<file path="src/hca_pkg.sv">
// ----------------------------------------------------------------------------
// hca_pkg
// Shared types and constants of the hit cluster accumulator.
// ----------------------------------------------------------------------------
package hca_pkg;

	localparam int DEF_MAX_HITS = 256;

	localparam logic [7:0] PLANE_INVALID = 8'd255;
	localparam logic       FUNC_INSERT   = 1'b0;
	localparam logic       FUNC_FINISH   = 1'b1;

	localparam int SWC_W  = 40;
	localparam int SWT_W  = 64;
	localparam int DIV_W  = SWT_W + 8;
	localparam int SUMW_W = 24;

	// cluster snapshot handed from the front to the back
	typedef struct packed {
		logic [7:0]        plane;
		logic [8:0]        count;
		logic [39:0]       first_time;
		logic [39:0]       last_time;
		logic [15:0]       low_coord;
		logic [15:0]       high_coord;
		logic [15:0]       earliest_coord;
		logic [15:0]       latest_coord;
		logic [SUMW_W-1:0] weight;
		logic [SWC_W-1:0]  swc;
		logic [SWT_W-1:0]  swt;
		logic [15:0]       utpc;
	} snap_t;

endpackage

</file>
<file path="src/hca_hit_if.sv">
// ----------------------------------------------------------------------------
// hca_hit_if
// Input channel: one hit or finish item per handshake.
// ----------------------------------------------------------------------------
interface hca_hit_if;
	logic        valid;
	logic        ready;
	logic        func;
	logic [7:0]  hit_plane;
	logic [39:0] hit_time;
	logic [15:0] hit_coord;
	logic [15:0] hit_weight;

	modport source (output valid, func, hit_plane, hit_time, hit_coord, hit_weight,
		input ready);
	modport sink (input valid, func, hit_plane, hit_time, hit_coord, hit_weight,
		output ready);
endinterface

</file>
<file path="src/hca_sum_if.sv">
// ----------------------------------------------------------------------------
// hca_sum_if
// Output channel: one cluster summary item per handshake.
// ----------------------------------------------------------------------------
interface hca_sum_if;
	logic        valid;
	logic        ready;
	logic [7:0]  plane_out;
	logic [8:0]  count_out;
	logic [39:0] first_time;
	logic [39:0] last_time;
	logic [15:0] low_coord;
	logic [15:0] high_coord;
	logic [15:0] earliest_coord;
	logic [15:0] latest_coord;
	logic [23:0] weight_total;
	logic [23:0] coord_centroid;
	logic [47:0] time_centroid;
	logic [15:0] utpc_coord;

	modport source (output valid, plane_out, count_out, first_time, last_time, low_coord,
		high_coord, earliest_coord, latest_coord, weight_total, coord_centroid,
		time_centroid, utpc_coord, input ready);
	modport sink (input valid, plane_out, count_out, first_time, last_time, low_coord,
		high_coord, earliest_coord, latest_coord, weight_total, coord_centroid,
		time_centroid, utpc_coord, output ready);
endinterface

</file>
<file path="src/hit_cluster_accumulator_core.sv">
// ----------------------------------------------------------------------------
// hit_cluster_accumulator_core
// Accumulates detector hits into one cluster and emits a summary per finish.
// ----------------------------------------------------------------------------
//  channel  dir  items
//  req      in   hit insert (func 0) or finish (func 1)
//  rsp      out  cluster summary, one per finish item
//
//  hit items are taken one per cycle unless a finish item stalls req: multiply stage then accumulate stage
//  a finish item pushes a snapshot into a two-entry queue and clears the cluster
//  the back loads each snapshot, runs 72 divider steps and outputs the summary;
//  the steps are those of the bit-serial centroid dividers; hits keep flowing meanwhile
//  reset clears the cluster to empty; no clearing pass
//  rsp stalls hold the summary; with the queue full a finish item stalls req
// ----------------------------------------------------------------------------
module hit_cluster_accumulator_core import hca_pkg::*; #(
	parameter int MAX_HITS = DEF_MAX_HITS
) (
	input  logic      clk,
	input  logic      arst_n,
	hca_hit_if.sink   req,
	hca_sum_if.source rsp
);
	snap_t push_data, pop_data;
	logic  push_valid, push_ready, pop_valid, pop_ready;

	hca_front #(.MAX_HITS(MAX_HITS)) u_front (
		.clk        (clk),
		.arst_n     (arst_n),
		.req        (req),
		.push_data  (push_data),
		.push_valid (push_valid),
		.push_ready (push_ready)
	);

	hca_queue u_queue (
		.clk        (clk),
		.arst_n     (arst_n),
		.push_data  (push_data),
		.push_valid (push_valid),
		.push_ready (push_ready),
		.pop_data   (pop_data),
		.pop_valid  (pop_valid),
		.pop_ready  (pop_ready)
	);

	hca_back u_back (
		.clk       (clk),
		.arst_n    (arst_n),
		.pop_data  (pop_data),
		.pop_valid (pop_valid),
		.pop_ready (pop_ready),
		.rsp       (rsp)
	);

endmodule

</file>
<file path="src/hca_front.sv">
// ----------------------------------------------------------------------------
// hca_front
// Takes hit and finish items, multiplies in one stage and accumulates the
// cluster state in the next; a finish item pushes a snapshot and clears.
// ----------------------------------------------------------------------------
module hca_front import hca_pkg::*; #(
	parameter int MAX_HITS = DEF_MAX_HITS
) (
	input  logic        clk,
	input  logic        arst_n,
	hca_hit_if.sink     req,
	output snap_t       push_data,
	output logic        push_valid,
	input  logic        push_ready
);
	localparam int CW = $clog2(MAX_HITS + 1);
	localparam int IW = $clog2(MAX_HITS);

	logic        valid_s1;
	logic        func_s1;
	logic [7:0]  plane_s1;
	logic [39:0] time_s1;
	logic [15:0] coord_s1;
	logic [15:0] weight_s1;
	logic [31:0] wc_s1;
	logic [55:0] wt_s1;

	logic [7:0]        plane_q;
	logic [CW-1:0]     cnt_q;
	logic [39:0]       tmin_q, tmax_q;
	logic [15:0]       cmin_q, cmax_q, early_q, late_q;
	logic [SUMW_W-1:0] sw_q;
	logic [SWC_W-1:0]  swc_q;
	logic [SWT_W-1:0]  swt_q;
	logic [IW-1:0]     lf_idx_q, ll_idx_q;
	logic [15:0]       lf_coord_q, lf_weight_q, ll_coord_q, ll_weight_q;

	logic          advance;
	logic          first;
	logic          room;
	logic [IW-1:0] idx;
	logic [CW-1:0] tail;
	logic [15:0]   utpc;

	assign advance    = !valid_s1 || (func_s1 == FUNC_INSERT) || push_ready;
	assign req.ready  = advance;
	assign push_valid = valid_s1 && (func_s1 == FUNC_FINISH);
	assign first      = (cnt_q == '0);
	assign room       = (cnt_q < CW'(MAX_HITS));
	assign idx        = cnt_q[IW-1:0];

	always_ff @(posedge clk or negedge arst_n) begin
		if (!arst_n) begin
			valid_s1 <= 1'b0;
		end else if (advance) begin
			valid_s1 <= req.valid;
		end
	end

	always_ff @(posedge clk) begin
		if (advance) begin
			func_s1   <= req.func;
			plane_s1  <= req.hit_plane;
			time_s1   <= req.hit_time;
			coord_s1  <= req.hit_coord;
			weight_s1 <= req.hit_weight;
			wc_s1     <= req.hit_weight * req.hit_coord;
			wt_s1     <= req.hit_weight * req.hit_time;
		end
	end

	always_ff @(posedge clk or negedge arst_n) begin
		if (!arst_n) begin
			plane_q     <= PLANE_INVALID;
			cnt_q       <= '0;
			tmin_q      <= '0;
			tmax_q      <= '0;
			cmin_q      <= '0;
			cmax_q      <= '0;
			early_q     <= '0;
			late_q      <= '0;
			sw_q        <= '0;
			swc_q       <= '0;
			swt_q       <= '0;
			lf_idx_q    <= '0;
			ll_idx_q    <= '0;
			lf_coord_q  <= '0;
			lf_weight_q <= '0;
			ll_coord_q  <= '0;
			ll_weight_q <= '0;
		end else if (valid_s1 && advance) begin
			if (func_s1 == FUNC_FINISH) begin
				plane_q     <= PLANE_INVALID;
				cnt_q       <= '0;
				tmin_q      <= '0;
				tmax_q      <= '0;
				cmin_q      <= '0;
				cmax_q      <= '0;
				early_q     <= '0;
				late_q      <= '0;
				sw_q        <= '0;
				swc_q       <= '0;
				swt_q       <= '0;
				lf_idx_q    <= '0;
				ll_idx_q    <= '0;
				lf_coord_q  <= '0;
				lf_weight_q <= '0;
				ll_coord_q  <= '0;
				ll_weight_q <= '0;
			end else if (room) begin
				cnt_q <= cnt_q + CW'(1);
				sw_q  <= sw_q + SUMW_W'(weight_s1);
				swc_q <= swc_q + SWC_W'(wc_s1);
				swt_q <= swt_q + SWT_W'(wt_s1);
				if (first) begin
					plane_q     <= plane_s1;
					tmin_q      <= time_s1;
					tmax_q      <= time_s1;
					cmin_q      <= coord_s1;
					cmax_q      <= coord_s1;
					early_q     <= coord_s1;
					late_q      <= coord_s1;
					lf_idx_q    <= '0;
					ll_idx_q    <= '0;
					lf_coord_q  <= coord_s1;
					lf_weight_q <= weight_s1;
					ll_coord_q  <= coord_s1;
					ll_weight_q <= weight_s1;
				end else begin
					if (plane_q != plane_s1) begin
						plane_q <= PLANE_INVALID;
					end
					if (time_s1 < tmin_q) begin
						tmin_q  <= time_s1;
						early_q <= coord_s1;
					end
					if (time_s1 == tmax_q) begin
						ll_idx_q    <= idx;
						ll_coord_q  <= coord_s1;
						ll_weight_q <= weight_s1;
					end else if (time_s1 > tmax_q) begin
						lf_idx_q    <= idx;
						ll_idx_q    <= idx;
						lf_coord_q  <= coord_s1;
						lf_weight_q <= weight_s1;
						ll_coord_q  <= coord_s1;
						ll_weight_q <= weight_s1;
						tmax_q      <= time_s1;
						late_q      <= coord_s1;
					end
					if (coord_s1 < cmin_q) begin
						cmin_q <= coord_s1;
					end
					if (coord_s1 > cmax_q) begin
						cmax_q <= coord_s1;
					end
				end
			end
		end
	end

	// utpc: pick the latest-time hit nearer to its end of the cluster
	always_comb begin
		tail = (cnt_q - CW'(1)) - CW'(ll_idx_q);
		if (first) begin
			utpc = '0;
		end else if (lf_idx_q == ll_idx_q) begin
			utpc = ll_coord_q;
		end else if (CW'(lf_idx_q) < tail) begin
			utpc = lf_coord_q;
		end else if (CW'(lf_idx_q) > tail) begin
			utpc = ll_coord_q;
		end else if (lf_weight_q > ll_weight_q) begin
			utpc = lf_coord_q;
		end else begin
			utpc = ll_coord_q;
		end
	end

	always_comb begin
		push_data.plane          = plane_q;
		push_data.count          = 9'(cnt_q);
		push_data.first_time     = tmin_q;
		push_data.last_time      = tmax_q;
		push_data.low_coord      = cmin_q;
		push_data.high_coord     = cmax_q;
		push_data.earliest_coord = early_q;
		push_data.latest_coord   = late_q;
		push_data.weight         = sw_q;
		push_data.swc            = swc_q;
		push_data.swt            = swt_q;
		push_data.utpc           = utpc;
	end

endmodule

</file>
<file path="src/hca_queue.sv">
// ----------------------------------------------------------------------------
// hca_queue
// Two-entry snapshot queue between the front and the back.
// ----------------------------------------------------------------------------
module hca_queue import hca_pkg::*; (
	input  logic  clk,
	input  logic  arst_n,
	input  snap_t push_data,
	input  logic  push_valid,
	output logic  push_ready,
	output snap_t pop_data,
	output logic  pop_valid,
	input  logic  pop_ready
);
	snap_t      head_q, tail_q;
	logic [1:0] fill_q;
	logic       push, pop;

	assign push_ready = (fill_q != 2'd2);
	assign pop_valid  = (fill_q != 2'd0);
	assign pop_data   = head_q;
	assign push       = push_valid && push_ready;
	assign pop        = pop_valid && pop_ready;

	always_ff @(posedge clk or negedge arst_n) begin
		if (!arst_n) begin
			fill_q <= '0;
		end else begin
			fill_q <= fill_q + 2'(push) - 2'(pop);
		end
	end

	always_ff @(posedge clk) begin
		if (pop) begin
			head_q <= (fill_q == 2'd2) ? tail_q : push_data;
		end else if (push && fill_q == 2'd0) begin
			head_q <= push_data;
		end
		if (push && ((fill_q == 2'd1 && !pop) || fill_q == 2'd2)) begin
			tail_q <= push_data;
		end
	end

endmodule

</file>
<file path="src/hca_back.sv">
// ----------------------------------------------------------------------------
// hca_back
// Takes a snapshot, runs both centroid divisions bit-serially side by side
// and holds the summary item until it is taken.
// ----------------------------------------------------------------------------
module hca_back import hca_pkg::*; (
	input  logic    clk,
	input  logic    arst_n,
	input  snap_t   pop_data,
	input  logic    pop_valid,
	output logic    pop_ready,
	hca_sum_if.source rsp
);
	localparam logic [1:0] ST_IDLE = 2'd0;
	localparam logic [1:0] ST_DIV  = 2'd1;
	localparam logic [1:0] ST_OUT  = 2'd2;
	localparam int         STEP_W  = $clog2(DIV_W);

	logic [1:0]        state_q;
	logic [STEP_W-1:0] step_q;
	snap_t             snap_q;
	logic [DIV_W-1:0]  nt_q, nc_q;
	logic [SUMW_W-1:0] rt_q, rc_q;

	logic [SUMW_W:0]   trial_t, trial_c;
	logic              ge_t, ge_c;

	assign pop_ready = (state_q == ST_IDLE);

	// one restoring step per cycle, quotient bits shift into the dividend
	always_comb begin
		trial_t = {rt_q, nt_q[DIV_W-1]};
		trial_c = {rc_q, nc_q[DIV_W-1]};
		ge_t    = trial_t >= {1'b0, snap_q.weight};
		ge_c    = trial_c >= {1'b0, snap_q.weight};
	end

	always_ff @(posedge clk or negedge arst_n) begin
		if (!arst_n) begin
			state_q <= ST_IDLE;
			step_q  <= '0;
		end else begin
			case (state_q)
				ST_IDLE: begin
					if (pop_valid) begin
						state_q <= ST_DIV;
						step_q  <= '0;
					end
				end
				ST_DIV: begin
					step_q <= step_q + STEP_W'(1);
					if (step_q == STEP_W'(DIV_W - 1)) begin
						state_q <= ST_OUT;
					end
				end
				ST_OUT: begin
					if (rsp.ready) begin
						state_q <= ST_IDLE;
					end
				end
				default: state_q <= ST_IDLE;
			endcase
		end
	end

	always_ff @(posedge clk) begin
		if (state_q == ST_IDLE && pop_valid) begin
			snap_q <= pop_data;
			nt_q   <= {pop_data.swt, 8'd0};
			nc_q   <= DIV_W'({pop_data.swc, 8'd0});
			rt_q   <= '0;
			rc_q   <= '0;
		end else if (state_q == ST_DIV) begin
			rt_q <= ge_t ? SUMW_W'(trial_t - {1'b0, snap_q.weight}) : SUMW_W'(trial_t);
			rc_q <= ge_c ? SUMW_W'(trial_c - {1'b0, snap_q.weight}) : SUMW_W'(trial_c);
			nt_q <= {nt_q[DIV_W-2:0], ge_t};
			nc_q <= {nc_q[DIV_W-2:0], ge_c};
		end
	end

	assign rsp.valid          = (state_q == ST_OUT);
	assign rsp.plane_out      = snap_q.plane;
	assign rsp.count_out      = snap_q.count;
	assign rsp.first_time     = snap_q.first_time;
	assign rsp.last_time      = snap_q.last_time;
	assign rsp.low_coord      = snap_q.low_coord;
	assign rsp.high_coord     = snap_q.high_coord;
	assign rsp.earliest_coord = snap_q.earliest_coord;
	assign rsp.latest_coord   = snap_q.latest_coord;
	assign rsp.weight_total   = snap_q.weight;
	assign rsp.coord_centroid = (snap_q.weight == '0) ? 24'd0 : nc_q[23:0];
	assign rsp.time_centroid  = (snap_q.weight == '0) ? 48'd0 : nt_q[47:0];
	assign rsp.utpc_coord     = snap_q.utpc;

endmodule

</file>
<file path="src/flat_wrapper.sv">
// flat-port wrapper written by rule: the top's interface ports become plain ports
module hit_cluster_accumulator_core_flat import hca_pkg::*;
#(
	parameter int MAX_HITS = DEF_MAX_HITS
)
  (clk, arst_n, req_valid, req_func, req_hit_plane, req_hit_time, req_hit_coord, req_hit_weight, req_ready, rsp_valid, rsp_plane_out, rsp_count_out, rsp_first_time, rsp_last_time, rsp_low_coord, rsp_high_coord, rsp_earliest_coord, rsp_latest_coord, rsp_weight_total, rsp_coord_centroid, rsp_time_centroid, rsp_utpc_coord, rsp_ready);
  hca_hit_if req_i ();
  hca_sum_if rsp_i ();
  input  logic clk;
  input  logic arst_n;
  input wire logic [$bits(req_i.valid)-1:0] req_valid;
  input wire logic [$bits(req_i.func)-1:0] req_func;
  input wire logic [$bits(req_i.hit_plane)-1:0] req_hit_plane;
  input wire logic [$bits(req_i.hit_time)-1:0] req_hit_time;
  input wire logic [$bits(req_i.hit_coord)-1:0] req_hit_coord;
  input wire logic [$bits(req_i.hit_weight)-1:0] req_hit_weight;
  output wire logic [$bits(req_i.ready)-1:0] req_ready;
  output wire logic [$bits(rsp_i.valid)-1:0] rsp_valid;
  output wire logic [$bits(rsp_i.plane_out)-1:0] rsp_plane_out;
  output wire logic [$bits(rsp_i.count_out)-1:0] rsp_count_out;
  output wire logic [$bits(rsp_i.first_time)-1:0] rsp_first_time;
  output wire logic [$bits(rsp_i.last_time)-1:0] rsp_last_time;
  output wire logic [$bits(rsp_i.low_coord)-1:0] rsp_low_coord;
  output wire logic [$bits(rsp_i.high_coord)-1:0] rsp_high_coord;
  output wire logic [$bits(rsp_i.earliest_coord)-1:0] rsp_earliest_coord;
  output wire logic [$bits(rsp_i.latest_coord)-1:0] rsp_latest_coord;
  output wire logic [$bits(rsp_i.weight_total)-1:0] rsp_weight_total;
  output wire logic [$bits(rsp_i.coord_centroid)-1:0] rsp_coord_centroid;
  output wire logic [$bits(rsp_i.time_centroid)-1:0] rsp_time_centroid;
  output wire logic [$bits(rsp_i.utpc_coord)-1:0] rsp_utpc_coord;
  input wire logic [$bits(rsp_i.ready)-1:0] rsp_ready;
  assign req_i.valid = req_valid;
  assign req_i.func = req_func;
  assign req_i.hit_plane = req_hit_plane;
  assign req_i.hit_time = req_hit_time;
  assign req_i.hit_coord = req_hit_coord;
  assign req_i.hit_weight = req_hit_weight;
  assign req_ready = req_i.ready;
  assign rsp_valid = rsp_i.valid;
  assign rsp_plane_out = rsp_i.plane_out;
  assign rsp_count_out = rsp_i.count_out;
  assign rsp_first_time = rsp_i.first_time;
  assign rsp_last_time = rsp_i.last_time;
  assign rsp_low_coord = rsp_i.low_coord;
  assign rsp_high_coord = rsp_i.high_coord;
  assign rsp_earliest_coord = rsp_i.earliest_coord;
  assign rsp_latest_coord = rsp_i.latest_coord;
  assign rsp_weight_total = rsp_i.weight_total;
  assign rsp_coord_centroid = rsp_i.coord_centroid;
  assign rsp_time_centroid = rsp_i.time_centroid;
  assign rsp_utpc_coord = rsp_i.utpc_coord;
  assign rsp_i.ready = rsp_ready;
  hit_cluster_accumulator_core #(.MAX_HITS(MAX_HITS)) u_core (.clk(clk), .arst_n(arst_n), .req(req_i), .rsp(rsp_i));
endmodule
</file>
<file path="config.mk">
export PLATFORM = sky130hd
export DESIGN_NAME = hit_cluster_accumulator_core_flat
export DESIGN_NICKNAME = d
export VERILOG_FILES = /design/src/hca_pkg.sv /design/src/hca_hit_if.sv /design/src/hca_sum_if.sv /design/src/hit_cluster_accumulator_core.sv /design/src/hca_front.sv /design/src/hca_queue.sv /design/src/hca_back.sv /design/src/flat_wrapper.sv
export SDC_FILE = /design/constraint.sdc
export NUM_CORES = 2
export LEC_CHECK = 0
export BUFFER_PORTS_ARGS = -buffer_cell sky130_fd_sc_hd__buf_2
export CORE_ASPECT_RATIO = 1.25
export CORE_MARGIN = 2
export CORE_UTILIZATION = 35
export CTS_BUF_LIST = sky130_fd_sc_hd__clkbuf_4
export CTS_CLUSTER_DIAMETER = 120
export CTS_CLUSTER_SIZE = 16
export DETAILED_ROUTE_END_ITERATION = 16
export MAX_ROUTING_LAYER = met4
export PLACE_DENSITY_LB_ADDON = 0.3
export SLEW_MARGIN = 15
export SYNTH_ARGS = -nofsm -noshare
export SYNTH_HDL_FRONTEND = slang
export SYNTH_SLANG_ARGS = --single-unit
</file>
<file path="constraint.sdc">
create_clock -name clk -period 46 [get_ports clk]
set_input_delay 9.2 -clock clk [delete_from_list [all_inputs] [get_ports clk]]
set_output_delay 9.2 -clock clk [all_outputs]
set_load 0.05 [all_outputs]
</file>
## Word-level counts from Yosys, hierarchy flattened

Cells that the tools add are included.
Widths: inputs -> output; s select.

- Bits in latches: 0
- Input bits: 85
- Memories: 0
- Bits in read-only memories: 0
- Output and inout port bits: 275
- Register bits after elaboration: 1537
- Memory bits (writable): 0

- Bitwise operators: 1
- Add/sub/neg operators: 11
- Shifts and indexed selects: 0
- Multiplexer cells: 82
- Multipliers: 2
- Order comparisons: 10
- Reductions and logical operators: 36
- Div/mod/pow operators: 0
- Eq/ne operators: 13

Operators by type and width:

| operator | count |
|---|---|
| $mux 305 | 3 |
| $mux 16 | 35 |
| $mux 40 | 11 |
| $mux 48 | 3 |
| $mux 72 | 2 |
| $mux 64 | 2 |
| $mux 24 | 5 |
| $mux 8 | 13 |
| $add 64x56->64 | 1 |
| $mul 16x40->56 | 1 |
| $ge 25x24->1 | 2 |
| $sub 24x24->24 | 2 |
| $add 40x32->40 | 1 |
| $eq 40x40->1 | 1 |
| $gt 40x40->1 | 1 |
| $lt 40x40->1 | 1 |
| $gt 16x16->1 | 2 |
| $mul 16x16->32 | 1 |
| $add 24x16->24 | 1 |
| $logic_not 24->1 | 1 |
| $mux 9 | 2 |
| $reduce_and 3->1 | 6 |
| $lt 16x16->1 | 1 |
| $reduce_bool 3->1 | 5 |
| 31 further kinds | 52 |

## Depth between registers and ports, before layout

- Word-level depth: 9
- Depth in mapped cells: 26
- Gate-level depth less buffers: 24

## Hierarchy

Synthesis repeated with hierarchy kept, for this count alone.

- Cell total of the unflattened synthesis: 8152
- Area total of the unflattened synthesis: 96770.3 µm²

Modules (own cells, without submodules):

| module | area an instance (µm²) | cells each | instances |
|---|---|---|---|
| hca_front | 56509.2 | 5860 | 1 |
| hca_queue | 23191.0 | 963 | 1 |
| hca_back | 17070.1 | 1329 | 1 |

## Worst setup path before layout

OpenSTA, ideal clock, no wires.

- Kind: flip-flop to flip-flop
- Start point: register u_core.u_queue.fill_q[0]
- End point: register u_core.u_queue.tail_q[0] (netlist bit) (enable)
- Clock period less this slack: 33.392 ns
- Setup slack: 12.608 ns
- Stages on the path, launching flop included: 2
- Data arrival time: 31.567 ns
- Path buffers: 0
- Cells stage by stage: dfrtp_1 nor4b_1

- Cells in the longest elaborated chain, start to end: 6
- Elaborated cells between the ends (all ways): 10

Ends and longest elaborated chain:

| item | RTL line | text |
|---|---|---|
| start: declaration | hca_queue.sv:16 | `logic [1:0] fill_q;` |
| start signal: assignment | hca_queue.sv:29 | `fill_q <= fill_q + 2'(push) - 2'(pop);` |
| $reduce_bool 2->1 | hca_queue.sv:20 | `assign pop_valid = (fill_q != 2'd0);` |
| $logic_and 1x1->1 | hca_queue.sv:23 | `assign pop = pop_valid && pop_ready;` |
| $logic_not 1->1 | hca_queue.sv:39 | `if (push && ((fill_q == 2'd1 && !pop) \|\| fill_q == 2'd2)) begin` |
| $logic_and 1x1->1 | hca_queue.sv:39 |  |
| $logic_or 1x1->1 | hca_queue.sv:39 |  |
| $logic_and 1x1->1 * | hca_queue.sv:39 |  |
| end signal: assignment | hca_queue.sv:40 | `tail_q <= push_data;` |
| end: declaration | hca_queue.sv:15 | `snap_t head_q, tail_q;` |

Every way passes the cells marked *; elsewhere a longest branch is shown, timed or not.
A chain may end at the register's enable or synchronous reset.

## Worst setup path in the final report

- Start point: input port req_hit_weight[2]
- End point: register u_core.u_front.wt_s1[54] (data pin)

- Cells in the longest elaborated chain, start to end: 1

Ends and longest elaborated chain:

| item | RTL line | text |
|---|---|---|
| start: declaration | flat_wrapper.sv:16 | `input wire logic [$bits(req_i.hit_weight)-1:0] req_hit_weight;` |
| $mul 16x40->56 | hca_front.sv:68 | `wt_s1 <= req.hit_weight * req.hit_time;` |
| end signal: assignment | hca_front.sv:68 |  |
| end: declaration | hca_front.sv:26 | `logic [55:0] wt_s1;` |

No other way between the ends.

==> qor.yml <==
outcome:
  outcome: "finished, final reports clean"
clocking:
  clock_latency_ps: 1230
  htreeDepth: 3
  cts_resized: 0
  holdBufCountCts: 0
  cts_root_buffer: "clkbuf_4"
  cts_made_buffers: 107
  cts_buffer_depth: 3
  path_clk_slew_ps: 230
  clock_sinks: 1537
  post_cts_buffers: 0
  cts_tree: "done"
die:
  die_h_um: 587
  core_area_um2: 271000
  die_x_um: 471
  die-area_um2: 276000
  ios: 360
  initial_core_util_pct: 35.1
  row_count: 214
sta:
  maxSlewHeadroom_pct: 20.4
  fin_ws_ps: 30430
  fin_crit_sh_pct: 33.8
  setup_viol: 0
  rsz0062_at_grt: "no"
  hold_viol_final: 0
  slew_viol_final: 0
  fin_crit_ps: 15570
  max_slew.worst_pin.slew_ps: 1160
  finalClockSkew_ps: 89.0
  tns_ps: 0
  max_freq_ghz: 0.0642
route:
  vias: 61331
  dr.pass1.iters: 6
  drtIter0Drc: 3739
  wl_um: 251000
  ant_nets: 0
  vias_per_cell: 5.05
  drc: 0
  wire_per_inst_um: 20.7
synthesis:
  ys.flop_type: "edfxtp_1"
  synth_cell_types: 86
  yosys_warnings: 0
  synth_edf_count: 1084
  syn_avg_cell_area_um2: 11.5
  synth-seq-cells: 1537
  synth-async-reset-ratio_pct: 23.7
  syn-cell-area_um2: 95200
  synth_nets: 9614
  yosysSeqAreaShare_pct: 45.6
  syn_inst: 8268
grt:
  track_usage_pct: 18.7
  grt_pass1_vias: 65737
  grt-ovfl-total: 0
  grt_max_degree: 218
  grt_pass1_wl_um: 392000
  antenna_found_initial: 39
min_path:
  min_path_type: "flip-flop to flip-flop"
worst_setup_path:
  critPathMaxFanout: 39
  arrival_ps: 16500
  cp.required_ps: 46930
  startpoint_type: "input port"
  worst_setup_path_end_kind: "flip-flop"
  worstSetupPathType: "input port to flip-flop"
place:
  place_hpwl_um: 179000
  dpl_worst_slack_ps: 29290
  io_buffers: 359
  postPlaceCellArea_um2: 101000
  gp_congestion: 0.857
final_layout:
  drive_above_1_share_pct: 12.5
  synthToLayoutAreaGrowth_pct: 7.58
  final_cell_mix: "1,084 x edfxtp_1, 1,065 x inv_1, 1,042 x nand2_1, 730 x fa_1, 531 x ha_1"
  finalInstanceArea_um2: 102000
  final_common_cell: "edfxtp_1"
  fin_nets: 9790
run:
  maxCapViolCount: 0
metal layers:
metal	track usage [%]	up-vias	routed length (um)
li1	-	28255	-
met1	22.0	31419	101000
met2	33.3	1279	131000
met3	2.39	378	11500
met4	5.86	0	7940
met5	-	-	0
cell families after synthesis:
group           synth area share, %
simple gates                   10.2
flops                          45.6
buf+inv                        5.70
compound gates                 8.91
fa+ha+maj                      22.3
mux                            4.99
xor+xnor                       2.23
sequential cells by signal, indices dropped and copies added (netlist names), 24 cells and up:
name / flops
u_core.u_front.swc_q: 40
u_core.u_back.nc_q: 72
u_core.u_back.rt_q: 24
u_core.u_back.nt_q: 72
u_core.u_back.rsp.last_time: 40
u_core.u_front.time_s1: 40
u_core.u_front.wt_s1: 56
u_core.u_front.sw_q: 24
u_core.u_front.tmin_q: 40
u_core.u_back.rsp.weight_total: 24
u_core.u_front.tmax_q: 40
u_core.u_back.rc_q: 24
u_core.u_queue.tail_q: 305
u_core.u_queue.pop_data: 305
u_core.u_front.swt_q: 64
u_core.u_back.rsp.first_time: 40
u_core.u_front.wc_s1: 32
area by class of cell:
cell class / instances / area, um2
antenna: 34 / 85.1
clock buffer: 188 / 1410
clock inverter: 12 / 159
fill: 26421 / 169000
inverter: 1068 / 4020
multi-input combinational: 5303 / 46500
sequential: 1537 / 43500
tap: 3564 / 4460
timing repair buffer: 427 / 2380
synth_stat cells, types with 19 or more instances:
cell | count | area [um2]
mux2_2 | 343 | 3860
mux2i_1 | 29 | 290
dfxtp_1 | 88 | 1760
mux2_4 | 40 | 601
dfrtp_1 | 357 | 8930
clkbuf_1 | 329 | 1230
edfxtp_1 | 1084 | 32600
a22o_1 | 124 | 1090
nor2_1 | 196 | 736
inv_1 | 1067 | 4010
fa_1 | 730 | 14600
o21a_1 | 49 | 368
nand3_1 | 53 | 265
nor3_1 | 49 | 245
ha_1 | 531 | 6640
and3_1 | 33 | 206
a211oi_1 | 31 | 233
and2_1 | 329 | 2060
a21o_1 | 159 | 1190
nand2b_1 | 30 | 188
o31ai_1 | 33 | 248
o21bai_1 | 43 | 323
nand4_1 | 63 | 394
nor2b_1 | 186 | 1160
o21ai_0 | 416 | 2080
buf_2 | 19 | 95.1
nand2_1 | 1042 | 3910
a31oi_1 | 34 | 213
xor2_1 | 107 | 937
xnor2_1 | 135 | 1180
a21oi_1 | 300 | 1500
stage by stage:
| stage | utilization [%] | hold WS (ps) | cells |
|---|---|---|---|
| 2_1_floorplan | - | 400 | 8268 |
| 3_3_place_gp | 37.2 | 401 | 11899 |
| 3_5_place_dp | 37.2 | 405 | 11899 |
| 4_1_cts | 37.7 | 392 | 12099 |
| 5_1_grt | 37.8 | 413 | 12122 |
| 6_report | 37.8 | 383 | 12133 |
final timing paths:
| kind | startpoint | endpoint | slack, ps | cells after the start |
|---|---|---|---|---|
| worst max-delay path | req_hit_weight[2] | u_core.u_front.wt_s1[54] | 30430 | 25 |
| min in group asynchronous | arst_n | u_core.u_front.tmin_q[19] | 7890 | 1 |
| max in group asynchronous | arst_n | u_core.u_back.step_q[3] | 35200 | 4 |
| worst max register to register | u_core.u_back.state_q[1] | u_core.u_back.rsp.first_time[22] | 41070 | 7 |
| worst min register to register | u_core.u_queue.pop_data[143] | u_core.u_back.rsp.weight_total[23] | 380 | 0 |
| worst min-delay path | u_core.u_queue.pop_data[143] | u_core.u_back.rsp.weight_total[23] | 380 | 0 |
worst max-delay path: stages:
cell      delay, ps
buf_2           360
buf_4           610
nand2_1         170
fa_1            550
inv_1            60
fa_1            540
inv_1            50
fa_1            500
inv_1            60
fa_1            490
fa_1            510
inv_1            50
fa_1            520
inv_1            60
ha_1            360
a21o_1          190
a21o_1          180
a21oi_1         170
o211ai_1        110
a221oi_1        370
a31oi_1         280
a21bo_2         280
a221oi_1        400
o21ai_0         190
xor2_1          160
Power is left out: the tool's default activity adds up to more than one toggle a clock period on the data nets, which glitch-free logic cannot reach.
